$ cat config.mk
export PLATFORM = sky130hd
export DESIGN_NAME = patch_display_ratchet_flat
export DESIGN_NICKNAME = d
export VERILOG_FILES = /design/src/rtl/pdr_pkg.sv /design/src/rtl/pdr_intf.sv /design/src/rtl/patch_display_ratchet.sv /design/src/rtl/pdr_cfg.sv /design/src/rtl/pdr_ema.sv /design/src/rtl/pdr_accel.sv /design/src/flat_wrapper.sv
export VERILOG_INCLUDE_DIRS = /design/src /design/src/rtl
export SDC_FILE = /design/constraint.sdc
export NUM_CORES = 2
export LEC_CHECK = 0
export BUFFER_PORTS_ARGS = -buffer_cell sky130_fd_sc_hd__buf_2
export CORE_MARGIN = 2
export CORE_UTILIZATION = 29
export DETAILED_ROUTE_END_ITERATION = 8
export PLACE_DENSITY = 0.49
export SYNTH_ARGS = -nofsm -noshare
export SYNTH_HDL_FRONTEND = slang
export SYNTH_SLANG_ARGS = --single-unit
$ cat constraint.sdc
create_clock -name clk_i -period 44.6 [get_ports clk_i]
set_input_delay 8.92 -clock clk_i [delete_from_list [all_inputs] [get_ports clk_i]]
set_output_delay 8.92 -clock clk_i [all_outputs]
set_load 0.01 [all_outputs]
$ cat src/rtl/patch_display_ratchet_defines.svh
// ----------------------------------------------------------------------------
// Assertion macros for the patch display ratchet
// Concurrent checks clocked on clk_i; compiled out when ASSERT_OFF is defined.
// ----------------------------------------------------------------------------
`ifndef PATCH_DISPLAY_RATCHET_DEFINES_SVH
`define PATCH_DISPLAY_RATCHET_DEFINES_SVH

`ifndef ASSERT_OFF
// Check sampled on every rising edge, skipped while reset is asserted.
`define PDR_ASSERT(lbl, prop, msg) \
  lbl: assert property (@(posedge clk_i) disable iff (!rst_ni) prop) else $error(msg);
// Check sampled on every rising edge, reset included.
`define PDR_ASSERT_ALWAYS(lbl, prop, msg) \
  lbl: assert property (@(posedge clk_i) prop) else $error(msg);
`else
`define PDR_ASSERT(lbl, prop, msg)
`define PDR_ASSERT_ALWAYS(lbl, prop, msg)
`endif

`endif

$ cat src/rtl/pdr_pkg.sv
`timescale 1ns / 1ps
// ----------------------------------------------------------------------------
// pdr_pkg
// Shared constants, register codes and types of the patch display ratchet.
// ----------------------------------------------------------------------------
package pdr_pkg;

  localparam logic [15:0] ONE_Q15 = 16'h8000;
  localparam logic [15:0] ONE_Q12 = 16'h1000;
  localparam int unsigned CFG_IDX_W = 3;

  localparam logic [15:0] EMA_ALPHA_RST     = 16'd8192;
  localparam logic [15:0] LOCKED_GAIN_RST   = 16'd8192;
  localparam logic [15:0] RECOVERY_GAIN_RST = 16'd8192;
  localparam logic [15:0] LOCAL_WEIGHT_RST  = 16'd16384;
  localparam logic [15:0] GLOBAL_WEIGHT_RST = 16'd16384;

  typedef enum logic [CFG_IDX_W-1:0] {
    CFG_EMA_ALPHA     = 3'd0,
    CFG_LOCKED_GAIN   = 3'd1,
    CFG_RECOVERY_GAIN = 3'd2,
    CFG_LOCAL_WEIGHT  = 3'd3,
    CFG_GLOBAL_WEIGHT = 3'd4
  } cfg_reg_e;

  // Decoded configuration, ready for the datapath
  typedef struct packed {
    logic [15:0] alpha;
    logic [15:0] alpha_inv;
    logic [15:0] locked_gain;
    logic [15:0] recovery_gain;
    logic        color_en;
  } cfg_t;

  // Per-transaction sideband that rides along the growth stages
  typedef struct packed {
    logic [15:0] pd;
    logic [15:0] ema;
    logic        warm;
    logic        seen_pos;
  } side_t;

  function automatic logic [15:0] clamp_one(input logic [15:0] v);
    return (v > ONE_Q15) ? ONE_Q15 : v;
  endfunction

  function automatic logic [15:0] floor_one_q12(input logic [15:0] g);
    return (g < ONE_Q12) ? ONE_Q12 : g;
  endfunction

endpackage

$ cat src/rtl/pdr_intf.sv
`timescale 1ns / 1ps
// ----------------------------------------------------------------------------
// Patch display ratchet channels
// Valid/ready channels for patch records in and display results out.
// ----------------------------------------------------------------------------
interface pdr_in_if;
  logic               valid;
  logic               ready;
  logic [15:0]        prior_display;
  logic [15:0]        prior_average;
  logic signed [31:0] seen_count;
  logic [15:0]        goal_level;
  logic               locked_flag;
  logic [15:0]        ghost_level;

  modport source (
    output valid, prior_display, prior_average, seen_count, goal_level,
           locked_flag, ghost_level,
    input  ready
  );
  modport sink (
    input  valid, prior_display, prior_average, seen_count, goal_level,
           locked_flag, ghost_level,
    output ready
  );
endinterface

interface pdr_out_if;
  logic        valid;
  logic        ready;
  logic [15:0] new_display;
  logic [15:0] new_average;
  logic [15:0] color_level;
  logic        warm_started;

  modport source (
    output valid, new_display, new_average, color_level, warm_started,
    input  ready
  );
  modport sink (
    input  valid, new_display, new_average, color_level, warm_started,
    output ready
  );
endinterface

$ cat src/rtl/patch_display_ratchet.sv
`timescale 1ns / 1ps
// ----------------------------------------------------------------------------
// patch_display_ratchet
// Per-patch display update: EMA toward the goal, ratcheted display with
// locked and warm-start growth acceleration, and color evidence.
// ----------------------------------------------------------------------------
// Usage:
//   in_ch carries one patch record per transaction, out_ch one result per
//   record, in order. cfg_we_i/cfg_idx_i/cfg_wdata_i write the five registers
//   (alpha, locked gain, recovery gain, local and global weight); write them
//   only while no transaction is in flight.
//   A record reaches out_ch through seven register stages: three front
//   stages (clamp, EMA products, EMA round) and two stages in each of the
//   two growth accelerators, each of which holds one 16x16 multiply.
//   One transaction per cycle unless out_ch stalls; all stages move together.
//   Reset empties the pipeline and loads the register defaults.
//   When the receiver stalls with a result waiting, every stage holds,
//   bubbles included, and in_ch.ready stays low until out_ch.ready returns.
// ----------------------------------------------------------------------------
`include "patch_display_ratchet_defines.svh"

module patch_display_ratchet (
  input  logic                          clk_i,
  input  logic                          rst_ni,
  input  logic                          cfg_we_i,
  input  logic [pdr_pkg::CFG_IDX_W-1:0] cfg_idx_i,
  input  logic [15:0]                   cfg_wdata_i,
  pdr_in_if.sink                        in_ch,
  pdr_out_if.source                     out_ch
);

  pdr_pkg::cfg_t  cfg;
  logic           adv;
  logic           ema_valid, acc1_valid, acc2_valid;
  logic [15:0]    ema_base, ema_growth;
  pdr_pkg::side_t ema_side, acc1_side, acc2_side;
  logic [15:0]    acc1_res, acc2_res;
  logic [15:0]    rec_base, rec_growth;
  logic           rec_grow;

  // advance whenever the output slot is empty or being taken
  assign adv         = !acc2_valid || out_ch.ready;
  assign in_ch.ready = adv;

  pdr_cfg u_cfg (
    .clk_i       (clk_i),
    .rst_ni      (rst_ni),
    .cfg_we_i    (cfg_we_i),
    .cfg_idx_i   (cfg_idx_i),
    .cfg_wdata_i (cfg_wdata_i),
    .cfg_o       (cfg)
  );

  pdr_ema u_ema (
    .clk_i           (clk_i),
    .rst_ni          (rst_ni),
    .adv_i           (adv),
    .valid_i         (in_ch.valid),
    .prior_display_i (in_ch.prior_display),
    .prior_average_i (in_ch.prior_average),
    .seen_count_i    (in_ch.seen_count),
    .goal_level_i    (in_ch.goal_level),
    .locked_flag_i   (in_ch.locked_flag),
    .ghost_level_i   (in_ch.ghost_level),
    .cfg_i           (cfg),
    .valid_o         (ema_valid),
    .base_o          (ema_base),
    .growth_o        (ema_growth),
    .side_o          (ema_side)
  );

  pdr_accel u_locked (
    .clk_i    (clk_i),
    .rst_ni   (rst_ni),
    .adv_i    (adv),
    .valid_i  (ema_valid),
    .base_i   (ema_base),
    .growth_i (ema_growth),
    .gain_i   (cfg.locked_gain),
    .side_i   (ema_side),
    .valid_o  (acc1_valid),
    .result_o (acc1_res),
    .side_o   (acc1_side)
  );

  // recovery growth only after a warm start with a positive count
  always_comb begin
    rec_grow   = acc1_side.warm && acc1_side.seen_pos && (acc1_res > acc1_side.pd);
    rec_base   = rec_grow ? acc1_side.pd : acc1_res;
    rec_growth = rec_grow ? (acc1_res - acc1_side.pd) : 16'd0;
  end

  pdr_accel u_recovery (
    .clk_i    (clk_i),
    .rst_ni   (rst_ni),
    .adv_i    (adv),
    .valid_i  (acc1_valid),
    .base_i   (rec_base),
    .growth_i (rec_growth),
    .gain_i   (cfg.recovery_gain),
    .side_i   (acc1_side),
    .valid_o  (acc2_valid),
    .result_o (acc2_res),
    .side_o   (acc2_side)
  );

  assign out_ch.valid        = acc2_valid;
  assign out_ch.new_display  = acc2_res;
  assign out_ch.new_average  = acc2_side.ema;
  assign out_ch.color_level  = cfg.color_en ? acc2_res : 16'd0;
  assign out_ch.warm_started = acc2_side.warm;

  `PDR_ASSERT_ALWAYS(a_disp_sat, out_ch.valid |-> (out_ch.new_display <= pdr_pkg::ONE_Q15), "display above one")
  `PDR_ASSERT(a_disp_ratchet, out_ch.valid |-> (out_ch.new_display >= acc2_side.pd), "display fell below previous display")
  `PDR_ASSERT(a_color_sel, out_ch.valid |-> ((out_ch.color_level == 16'd0) || (out_ch.color_level == out_ch.new_display)), "color neither zero nor display")
  `PDR_ASSERT(a_warm_ghost, (out_ch.valid && out_ch.warm_started) |-> (acc2_side.pd != 16'd0), "warm start without a ghost level")

endmodule

$ cat src/rtl/pdr_cfg.sv
`timescale 1ns / 1ps
// ----------------------------------------------------------------------------
// pdr_cfg
// Configuration registers and their decoded, clamped form.
// ----------------------------------------------------------------------------
module pdr_cfg (
  input  logic                          clk_i,
  input  logic                          rst_ni,
  input  logic                          cfg_we_i,
  input  logic [pdr_pkg::CFG_IDX_W-1:0] cfg_idx_i,
  input  logic [15:0]                   cfg_wdata_i,
  output pdr_pkg::cfg_t                 cfg_o
);

  logic [15:0] alpha_q, locked_q, recovery_q, local_q, global_q;
  logic [15:0] alpha_c;

  always_ff @(posedge clk_i or negedge rst_ni) begin
    if (!rst_ni) begin
      alpha_q    <= pdr_pkg::EMA_ALPHA_RST;
      locked_q   <= pdr_pkg::LOCKED_GAIN_RST;
      recovery_q <= pdr_pkg::RECOVERY_GAIN_RST;
      local_q    <= pdr_pkg::LOCAL_WEIGHT_RST;
      global_q   <= pdr_pkg::GLOBAL_WEIGHT_RST;
    end else if (cfg_we_i) begin
      case (pdr_pkg::cfg_reg_e'(cfg_idx_i))
        pdr_pkg::CFG_EMA_ALPHA:     alpha_q    <= cfg_wdata_i;
        pdr_pkg::CFG_LOCKED_GAIN:   locked_q   <= cfg_wdata_i;
        pdr_pkg::CFG_RECOVERY_GAIN: recovery_q <= cfg_wdata_i;
        pdr_pkg::CFG_LOCAL_WEIGHT:  local_q    <= cfg_wdata_i;
        pdr_pkg::CFG_GLOBAL_WEIGHT: global_q   <= cfg_wdata_i;
        default: ;
      endcase
    end
  end

  always_comb begin
    alpha_c             = pdr_pkg::clamp_one(alpha_q);
    cfg_o.alpha         = alpha_c;
    cfg_o.alpha_inv     = pdr_pkg::ONE_Q15 - alpha_c;
    cfg_o.locked_gain   = pdr_pkg::floor_one_q12(locked_q);
    cfg_o.recovery_gain = pdr_pkg::floor_one_q12(recovery_q);
    // negative weights count as zero, so only a positive weight enables color
    cfg_o.color_en      = (!local_q[15] && (local_q[14:0] != 15'd0)) ||
                          (!global_q[15] && (global_q[14:0] != 15'd0));
  end

endmodule

$ cat src/rtl/pdr_ema.sv
`timescale 1ns / 1ps
// ----------------------------------------------------------------------------
// pdr_ema
// Front stages: input clamp and warm start, EMA products, EMA rounding and
// selection of the locked growth operands.
// ----------------------------------------------------------------------------
module pdr_ema (
  input  logic               clk_i,
  input  logic               rst_ni,
  input  logic               adv_i,
  input  logic               valid_i,
  input  logic [15:0]        prior_display_i,
  input  logic [15:0]        prior_average_i,
  input  logic signed [31:0] seen_count_i,
  input  logic [15:0]        goal_level_i,
  input  logic               locked_flag_i,
  input  logic [15:0]        ghost_level_i,
  input  pdr_pkg::cfg_t      cfg_i,
  output logic               valid_o,
  output logic [15:0]        base_o,
  output logic [15:0]        growth_o,
  output pdr_pkg::side_t     side_o
);

  // stage 1: clamped operands
  logic        v1_q;
  logic [15:0] pd1_q, pe1_q, goal1_q;
  logic        warm1_q, seen1_q, lock1_q;
  logic [15:0] pd1_d, pe1_d, ghost_c;
  logic        warm1_d, seen1_d;

  // stage 2: products
  logic        v2_q;
  logic [31:0] prod_g_q, prod_p_q;
  logic [15:0] pd2_q;
  logic        warm2_q, seen2_q, lock2_q;

  // stage 3: EMA and locked operands
  logic        v3_q;
  logic [15:0] base3_q, growth3_q, base3_d, growth3_d;
  pdr_pkg::side_t side3_q, side3_d;
  logic [32:0] ema_sum;
  logic [17:0] ema_raw;
  logic [15:0] ema_c;

  always_comb begin
    ghost_c = pdr_pkg::clamp_one(ghost_level_i);
    warm1_d = (prior_display_i == 16'd0) && (ghost_c != 16'd0);
    pd1_d   = warm1_d ? ghost_c : pdr_pkg::clamp_one(prior_display_i);
    pe1_d   = warm1_d ? ghost_c : pdr_pkg::clamp_one(prior_average_i);
    seen1_d = !seen_count_i[31] && (seen_count_i[30:0] != 31'd0);
  end

  always_comb begin
    ema_sum = {1'b0, prod_g_q} + {1'b0, prod_p_q} + 33'd16384;
    ema_raw = ema_sum[32:15];
    ema_c   = (ema_raw > {2'b00, pdr_pkg::ONE_Q15}) ? pdr_pkg::ONE_Q15 : ema_raw[15:0];

    side3_d.pd       = pd2_q;
    side3_d.ema      = ema_c;
    side3_d.warm     = warm2_q;
    side3_d.seen_pos = seen2_q;

    // locked: grow from the previous display; otherwise take the max, no growth
    if (lock2_q) begin
      base3_d   = pd2_q;
      growth3_d = (ema_c > pd2_q) ? (ema_c - pd2_q) : 16'd0;
    end else begin
      base3_d   = (ema_c > pd2_q) ? ema_c : pd2_q;
      growth3_d = 16'd0;
    end
  end

  always_ff @(posedge clk_i or negedge rst_ni) begin
    if (!rst_ni) begin
      v1_q <= 1'b0;
      v2_q <= 1'b0;
      v3_q <= 1'b0;
    end else if (adv_i) begin
      v1_q <= valid_i;
      v2_q <= v1_q;
      v3_q <= v2_q;
    end
  end

  always_ff @(posedge clk_i) begin
    if (adv_i) begin
      pd1_q     <= pd1_d;
      pe1_q     <= pe1_d;
      goal1_q   <= pdr_pkg::clamp_one(goal_level_i);
      warm1_q   <= warm1_d;
      seen1_q   <= seen1_d;
      lock1_q   <= locked_flag_i;

      prod_g_q  <= cfg_i.alpha * goal1_q;
      prod_p_q  <= cfg_i.alpha_inv * pe1_q;
      pd2_q     <= pd1_q;
      warm2_q   <= warm1_q;
      seen2_q   <= seen1_q;
      lock2_q   <= lock1_q;

      base3_q   <= base3_d;
      growth3_q <= growth3_d;
      side3_q   <= side3_d;
    end
  end

  assign valid_o  = v3_q;
  assign base_o   = base3_q;
  assign growth_o = growth3_q;
  assign side_o   = side3_q;

endmodule

$ cat src/rtl/pdr_accel.sv
`timescale 1ns / 1ps
// ----------------------------------------------------------------------------
// pdr_accel
// Two-stage growth accelerator: base + round(growth * gain / 4096),
// saturated at one. Sideband is carried alongside.
// ----------------------------------------------------------------------------
module pdr_accel (
  input  logic           clk_i,
  input  logic           rst_ni,
  input  logic           adv_i,
  input  logic           valid_i,
  input  logic [15:0]    base_i,
  input  logic [15:0]    growth_i,
  input  logic [15:0]    gain_i,
  input  pdr_pkg::side_t side_i,
  output logic           valid_o,
  output logic [15:0]    result_o,
  output pdr_pkg::side_t side_o
);

  logic           va_q, vb_q;
  logic [31:0]    prod_q;
  logic [15:0]    base_a_q;
  pdr_pkg::side_t side_a_q, side_b_q;
  logic [15:0]    res_q, res_d;
  logic [32:0]    rnd;
  logic [21:0]    total;

  always_comb begin
    rnd   = {1'b0, prod_q} + 33'd2048;
    total = {1'b0, rnd[32:12]} + {6'd0, base_a_q};
    res_d = (total > {6'd0, pdr_pkg::ONE_Q15}) ? pdr_pkg::ONE_Q15 : total[15:0];
  end

  always_ff @(posedge clk_i or negedge rst_ni) begin
    if (!rst_ni) begin
      va_q <= 1'b0;
      vb_q <= 1'b0;
    end else if (adv_i) begin
      va_q <= valid_i;
      vb_q <= va_q;
    end
  end

  always_ff @(posedge clk_i) begin
    if (adv_i) begin
      prod_q   <= growth_i * gain_i;
      base_a_q <= base_i;
      side_a_q <= side_i;
      res_q    <= res_d;
      side_b_q <= side_a_q;
    end
  end

  assign valid_o  = vb_q;
  assign result_o = res_q;
  assign side_o   = side_b_q;

endmodule
$ cat src/flat_wrapper.sv
// flat-port wrapper written by rule: the top's interface ports become plain ports
module patch_display_ratchet_flat 
  (clk_i, rst_ni, cfg_we_i, cfg_idx_i, cfg_wdata_i, in_ch_valid, in_ch_prior_display, in_ch_prior_average, in_ch_seen_count, in_ch_goal_level, in_ch_locked_flag, in_ch_ghost_level, in_ch_ready, out_ch_valid, out_ch_new_display, out_ch_new_average, out_ch_color_level, out_ch_warm_started, out_ch_ready);
  pdr_in_if in_ch_i ();
  pdr_out_if out_ch_i ();
  input  logic clk_i;
  input  logic rst_ni;
  input  logic cfg_we_i;
  input  logic [pdr_pkg::CFG_IDX_W-1:0] cfg_idx_i;
  input  logic [15:0] cfg_wdata_i;
  input wire logic [$bits(in_ch_i.valid)-1:0] in_ch_valid;
  input wire logic [$bits(in_ch_i.prior_display)-1:0] in_ch_prior_display;
  input wire logic [$bits(in_ch_i.prior_average)-1:0] in_ch_prior_average;
  input wire logic [$bits(in_ch_i.seen_count)-1:0] in_ch_seen_count;
  input wire logic [$bits(in_ch_i.goal_level)-1:0] in_ch_goal_level;
  input wire logic [$bits(in_ch_i.locked_flag)-1:0] in_ch_locked_flag;
  input wire logic [$bits(in_ch_i.ghost_level)-1:0] in_ch_ghost_level;
  output wire logic [$bits(in_ch_i.ready)-1:0] in_ch_ready;
  output wire logic [$bits(out_ch_i.valid)-1:0] out_ch_valid;
  output wire logic [$bits(out_ch_i.new_display)-1:0] out_ch_new_display;
  output wire logic [$bits(out_ch_i.new_average)-1:0] out_ch_new_average;
  output wire logic [$bits(out_ch_i.color_level)-1:0] out_ch_color_level;
  output wire logic [$bits(out_ch_i.warm_started)-1:0] out_ch_warm_started;
  input wire logic [$bits(out_ch_i.ready)-1:0] out_ch_ready;
  assign in_ch_i.valid = in_ch_valid;
  assign in_ch_i.prior_display = in_ch_prior_display;
  assign in_ch_i.prior_average = in_ch_prior_average;
  assign in_ch_i.seen_count = in_ch_seen_count;
  assign in_ch_i.goal_level = in_ch_goal_level;
  assign in_ch_i.locked_flag = in_ch_locked_flag;
  assign in_ch_i.ghost_level = in_ch_ghost_level;
  assign in_ch_ready = in_ch_i.ready;
  assign out_ch_valid = out_ch_i.valid;
  assign out_ch_new_display = out_ch_i.new_display;
  assign out_ch_new_average = out_ch_i.new_average;
  assign out_ch_color_level = out_ch_i.color_level;
  assign out_ch_warm_started = out_ch_i.warm_started;
  assign out_ch_i.ready = out_ch_ready;
  patch_display_ratchet u_core (.clk_i(clk_i), .rst_ni(rst_ni), .cfg_we_i(cfg_we_i), .cfg_idx_i(cfg_idx_i), .cfg_wdata_i(cfg_wdata_i), .in_ch(in_ch_i), .out_ch(out_ch_i));
endmodule
* Word-level counts from Yosys, hierarchy flattened
Cells that the tools add are included.
Storage, ports and cells: logic and storage cells 115, output and inout port bits 51, input port bits 121, bits in registers 517
Cells by class: multipliers 4, magnitude comparators 12, eq/ne operators 4, add/sub/neg operators 9, reduce and logical (&&, ||, !) cells 24, muxes and demuxes 14
Operators by type and width (count):
- two-way mux 16 bit | 14
- multiplier 16 x 16 -> 32 bit | 4
- > comparator 16 bit (second input constant) | 5
- adder 32 x 12 -> 33 bit (second input constant) | 2
- adder 21 x 16 -> 22 bit | 2
- > comparator 22 x 16 -> 1 bit (second input constant) | 2
- adder 32 x 32 -> 33 bit | 1
- adder 33 x 15 -> 33 bit (second input constant) | 1
- > comparator 16 bit | 2
- less-than comparator 16 x 13 -> 1 bit (second input constant) | 2
- subtractor 16 bit | 2
- nonzero test 31 bit | 1
- nonzero test 15 bit | 2
- > comparator 18 x 16 -> 1 bit (second input constant) | 1
- zero test 16 bit | 1
- nonzero test 16 bit | 1
- subtractor 16 bit (first input constant) | 1
- AND reduction 2 bit | 6
- equality test 3 x 2 -> 1 bit (second input constant) | 2
- logical AND 1 bit | 6
- zero test 1 bit | 4
- equality test 3 x 1 -> 1 bit (second input constant) | 1
- equality test 3 bit (second input constant) | 1
- zero test 3 bit | 1
- logical OR 1 bit | 2

* Depth between registers and ports, before layout
depth in word-level cells 7, depth in mapped cells 39, mapped depth without buffers 35

* Hierarchy
Synthesis repeated with hierarchy kept, for this count alone.
Second synthesis, totals: cells, all modules 5680, area total of the unflattened synthesis 58219.6 um2
By module, submodules not included:
- pdr_ema | area each 26436.6 um2, cells an instance 2674, instances 1, sequential area each 6080.8 um2
- pdr_accel (u_core.u_locked) | area each 13374.1 um2, cells an instance 1267, instances 1, sequential area each 3683.5 um2
- pdr_accel (u_core.u_recovery) | area each 13296.5 um2, cells an instance 1249, instances 1, sequential area each 3683.5 um2
- pdr_cfg | area each 3821.2 um2, cells an instance 310, instances 1, sequential area each 2008.2 um2
- patch_display_ratchet | area each 1291.2 um2, cells an instance 180, instances 1, sequential area each 0.0 um2

* Worst setup path before layout
OpenSTA, ideal clock, no wires.
kind input -> output, start point input out_ch_ready, end point output in_ch_ready, path buffers 1, arrival 20.306 ns, required time 35.680 ns, cell stages on the path 2, slack 15.374 ns, cells stage by stage nand2b_1 > clkbuf_1
Between the ends: cells in the longest elaborated chain, start to end 1
RTL lines:
- start, declared | line flat_wrapper.sv:24 | input wire logic [$bits(out_ch_i.ready)-1:0] out_ch_ready;
- logical OR 1 bit | line patch_display_ratchet.sv:42 | assign adv = !acc2_valid || out_ch.ready;
- end, declared | line flat_wrapper.sv:18 | output wire logic [$bits(in_ch_i.ready)-1:0] in_ch_ready;
No other way between the ends.

* Worst setup path in the final report
Same ends and word-level chain as after synthesis.

==> impl_metrics.json <==
{
  "avgSynthCellArea_um2": 10.1,
  "min_period_ps": 18400,
  "start_kind": "input pin",
  "tns_ps": 0,
  "core_mm2": 0.192,
  "finalCritPeriodShare": 0.412,
  "num_vias": 38300,
  "antenna_found_initial": 6,
  "ios": 172,
  "ys_warn_count": 0,
  "yosys.area.top_type": "fa_1",
  "timing.rr.start": "u_core.u_cfg.alpha_q[2]$_DFFE_PN0P_",
  "r2r-end": "u_core.u_ema.prod_p_q[30]$_DFFE_PP_",
  "start_util": 0.292,
  "path_class": "input pin to output pin",
  "clk_latency_ps": 710,
  "crit_chain": "buf_2 -> nand2b_4 -> buf_2",
  "required_ps": 35680,
  "dr.pass1.iters": 5,
  "whs_path_depth": 0,
  "rsz0062_at_grt": "no",
  "tightest_slew_ps": 1200,
  "ys_ff_latch": 495,
  "die_h_um": 444,
  "clockBufferDepth": 3,
  "worstHoldStart": "u_core.u_locked.side_a_q[27]$_DFFE_PP_",
  "clkSlewWorstSetupHoldPaths_ps": 60,
  "fin_skew_ps": 72.1,
  "synth_top_cells_by_count": "inv_1 (982), fa_1 (778), nand2_1 (710)",
  "arrival_ps": 9480,
  "finalNetCount": 7047,
  "track_usage": 0.151,
  "cp_slowest_cell": "nand2b_4",
  "antenna_left": 0,
  "final_max_slew_viol_count": 0,
  "portBuffers": 171,
  "cp-end-kind": "output pin",
  "routed_wl_um": 147000,
  "synth_async_sr_flop_share": 0.176,
  "maxCapViolations": 0,
  "grt_pass1_wl_um": 233000,
  "cts_tree": "yes",
  "synth-edff-count": 408,
  "cts_sinks": 495,
  "netlist_area_mm2": 0.0560,
  "post-route-util": 0.322,
  "synth_ff_type": "edfxtp_1",
  "crit_top_cell": "buf_2",
  "post-dp-hpwl_um": 115000,
  "cts_resized": 0,
  "cts_root_buffer": "clkbuf_16",
  "cts_setup_buffers": 0,
  "drcViolationCount": 0,
  "overflow": 0,
  "routed_via_density": 4.67,
  "synth.distinct_cells": 85,
  "synth_top_area_frac": 0.278,
  "setup_viol": 0,
  "drive_gt1_frac": 0.0862,
  "place_congestion": 0.848,
  "area_growth_pct": 10.5,
  "max_freq_ghz": 0.0544,
  "placementRows": 161,
  "wl_per_cell_um": 17.9,
  "grt_pass1_vias": 40900,
  "drtIter0Drc": 2032,
  "ctsHoldBuffers": 0,
  "outcome": "complete, no violations",
  "min_path_type": "flip-flop to flip-flop",
  "postSynthCellCount": 5526,
  "slowest_delay_ps": 230,
  "reg2regPathDepth": 33,
  "finalHoldViolations": 0,
  "holdPathEnd": "u_core.u_locked.side_o[27]$_DFFE_PP_",
  "grt_max_degree": 85,
  "cts_max_level": 2,
  "synth.area.top_cells": "fa_1 (28%), edfxtp_1 (22%), ha_1 (12%), inv_1 (6.6%), nand2_1 (4.8%)",
  "synth_most_common_cell": "inv_1",
  "reg2reg_slack_ps": 34470,
  "syn_nets": 6963,
  "ys_seq_area_frac": 0.258,
  "crit_fanout": 2,
  "numCtsBuffers": 60,
  "die_area_mm2": 0.197,
  "slew-limit-headroom": 0.194,
  "die_width_um": 444
}
==> critical path: cells and delay by family <==
family / cells / cell delay (ps)
buffers and inverters: 2 / 300
AND/OR/NAND/NOR: 1 / 230
==> final cells by class <==
class	count	area [um2]
well taps	2526	3160
clock inverters	35	485
fillers	19800	130000
multi-input cells	3848	37200
clock buffers	78	1620
inverters	982	3690
flip-flops and latches	495	14400
repair buffers	223	1260
diodes	3	7.51
==> how the worst max path moves through the flow <==
| stage | from | endpoint | slack [ps] | cells past startpoint |
|---|---|---|---|---|
| finish | out_ch_ready | in_ch_ready | 26200 | 3 |
| global route | out_ch_ready | in_ch_ready | 26160 | 3 |
| CTS | out_ch_ready | in_ch_ready | 26140 | 3 |
| detailed placement | out_ch_ready | in_ch_ready | 26140 | 3 |
| global placement | out_ch_ready | in_ch_ready | 26140 | 3 |
| floorplan | out_ch_ready | in_ch_ready | 15370 | 2 |
==> sequential cells by signal, summed over array words and instances, names as in the netlist, 17 cells and up <==
signal and count:
u_core.u_locked.side_o 34, u_core.u_locked.prod_q 21, u_core.u_ema.prod_p_q 32, u_core.u_locked.side_a_q 34, u_core.u_recovery.side_o 17, u_core.u_recovery.prod_q 21
u_core.u_recovery.side_a_q 17, u_core.u_ema.prod_g_q 32, u_core.u_ema.side_o 34
==> logic make-up (layout without fill, tap and decap cells) <==
family,after synthesis,in the layout,synth area share
simple gates,1736,1736,0.151
flops,495,495,0.258
buf+inv,1183,1318,0.0799
other cells,0,3,0
xor+xnor,193,193,0.0304
mux,118,118,0.0237
fa+ha+maj,1316,1316,0.398
compound gates,485,485,0.0588
==> cells in the final DEF, fill, tap and decap left out, types with 10 or more instances in the layout <==
master and instances:
nor2b_1 66, or2_2 11, and2_1 235, nor4_1 43, edfxtp_1 408, nor3b_1 10, nand2b_1 30, buf_4 52
or3_1 15, xnor2_1 128, nor3_1 80, a21boi_0 15, and3_1 172, nand3_1 70, a21o_1 72, ha_1 538
o21a_1 32, buf_2 170, a31oi_1 19, clkbuf_16 61, xor2_1 57, clkbuf_1 14, o21ai_0 80, inv_1 982
nand4_1 32, a22o_1 21, o21bai_1 16, fa_1 778, mux2_2 115, a211oi_1 12, nand2_1 710, dfrtp_1 82
and4_1 13, nor2_1 210, a21oi_1 128
==> metal layers <==
layer	share of wire	global-route usage	vias up
li1	-	-	18000
met1	0.43	0.189	19400
met2	0.51	0.275	722
met3	0.033	0.0150	190
met4	0.025	0.0398	0
met5	0	0	-
==> metrics by stage <==
step                      area, um2  hold slack (ps)  worst slack [ps]  std cells
after global placement        59800              400             26140       8074
final                         61900              413             26200       8190
after floorplan               56000              400             15370       5526
after detailed placement      59800              405             26140       8074
after CTS                     61900              414             26140       8187
after global routing          61900              418             26160       8188
Power is left out: the tool's default activity adds up to more than one toggle a clock period on the data nets, which glitch-free logic cannot reach.
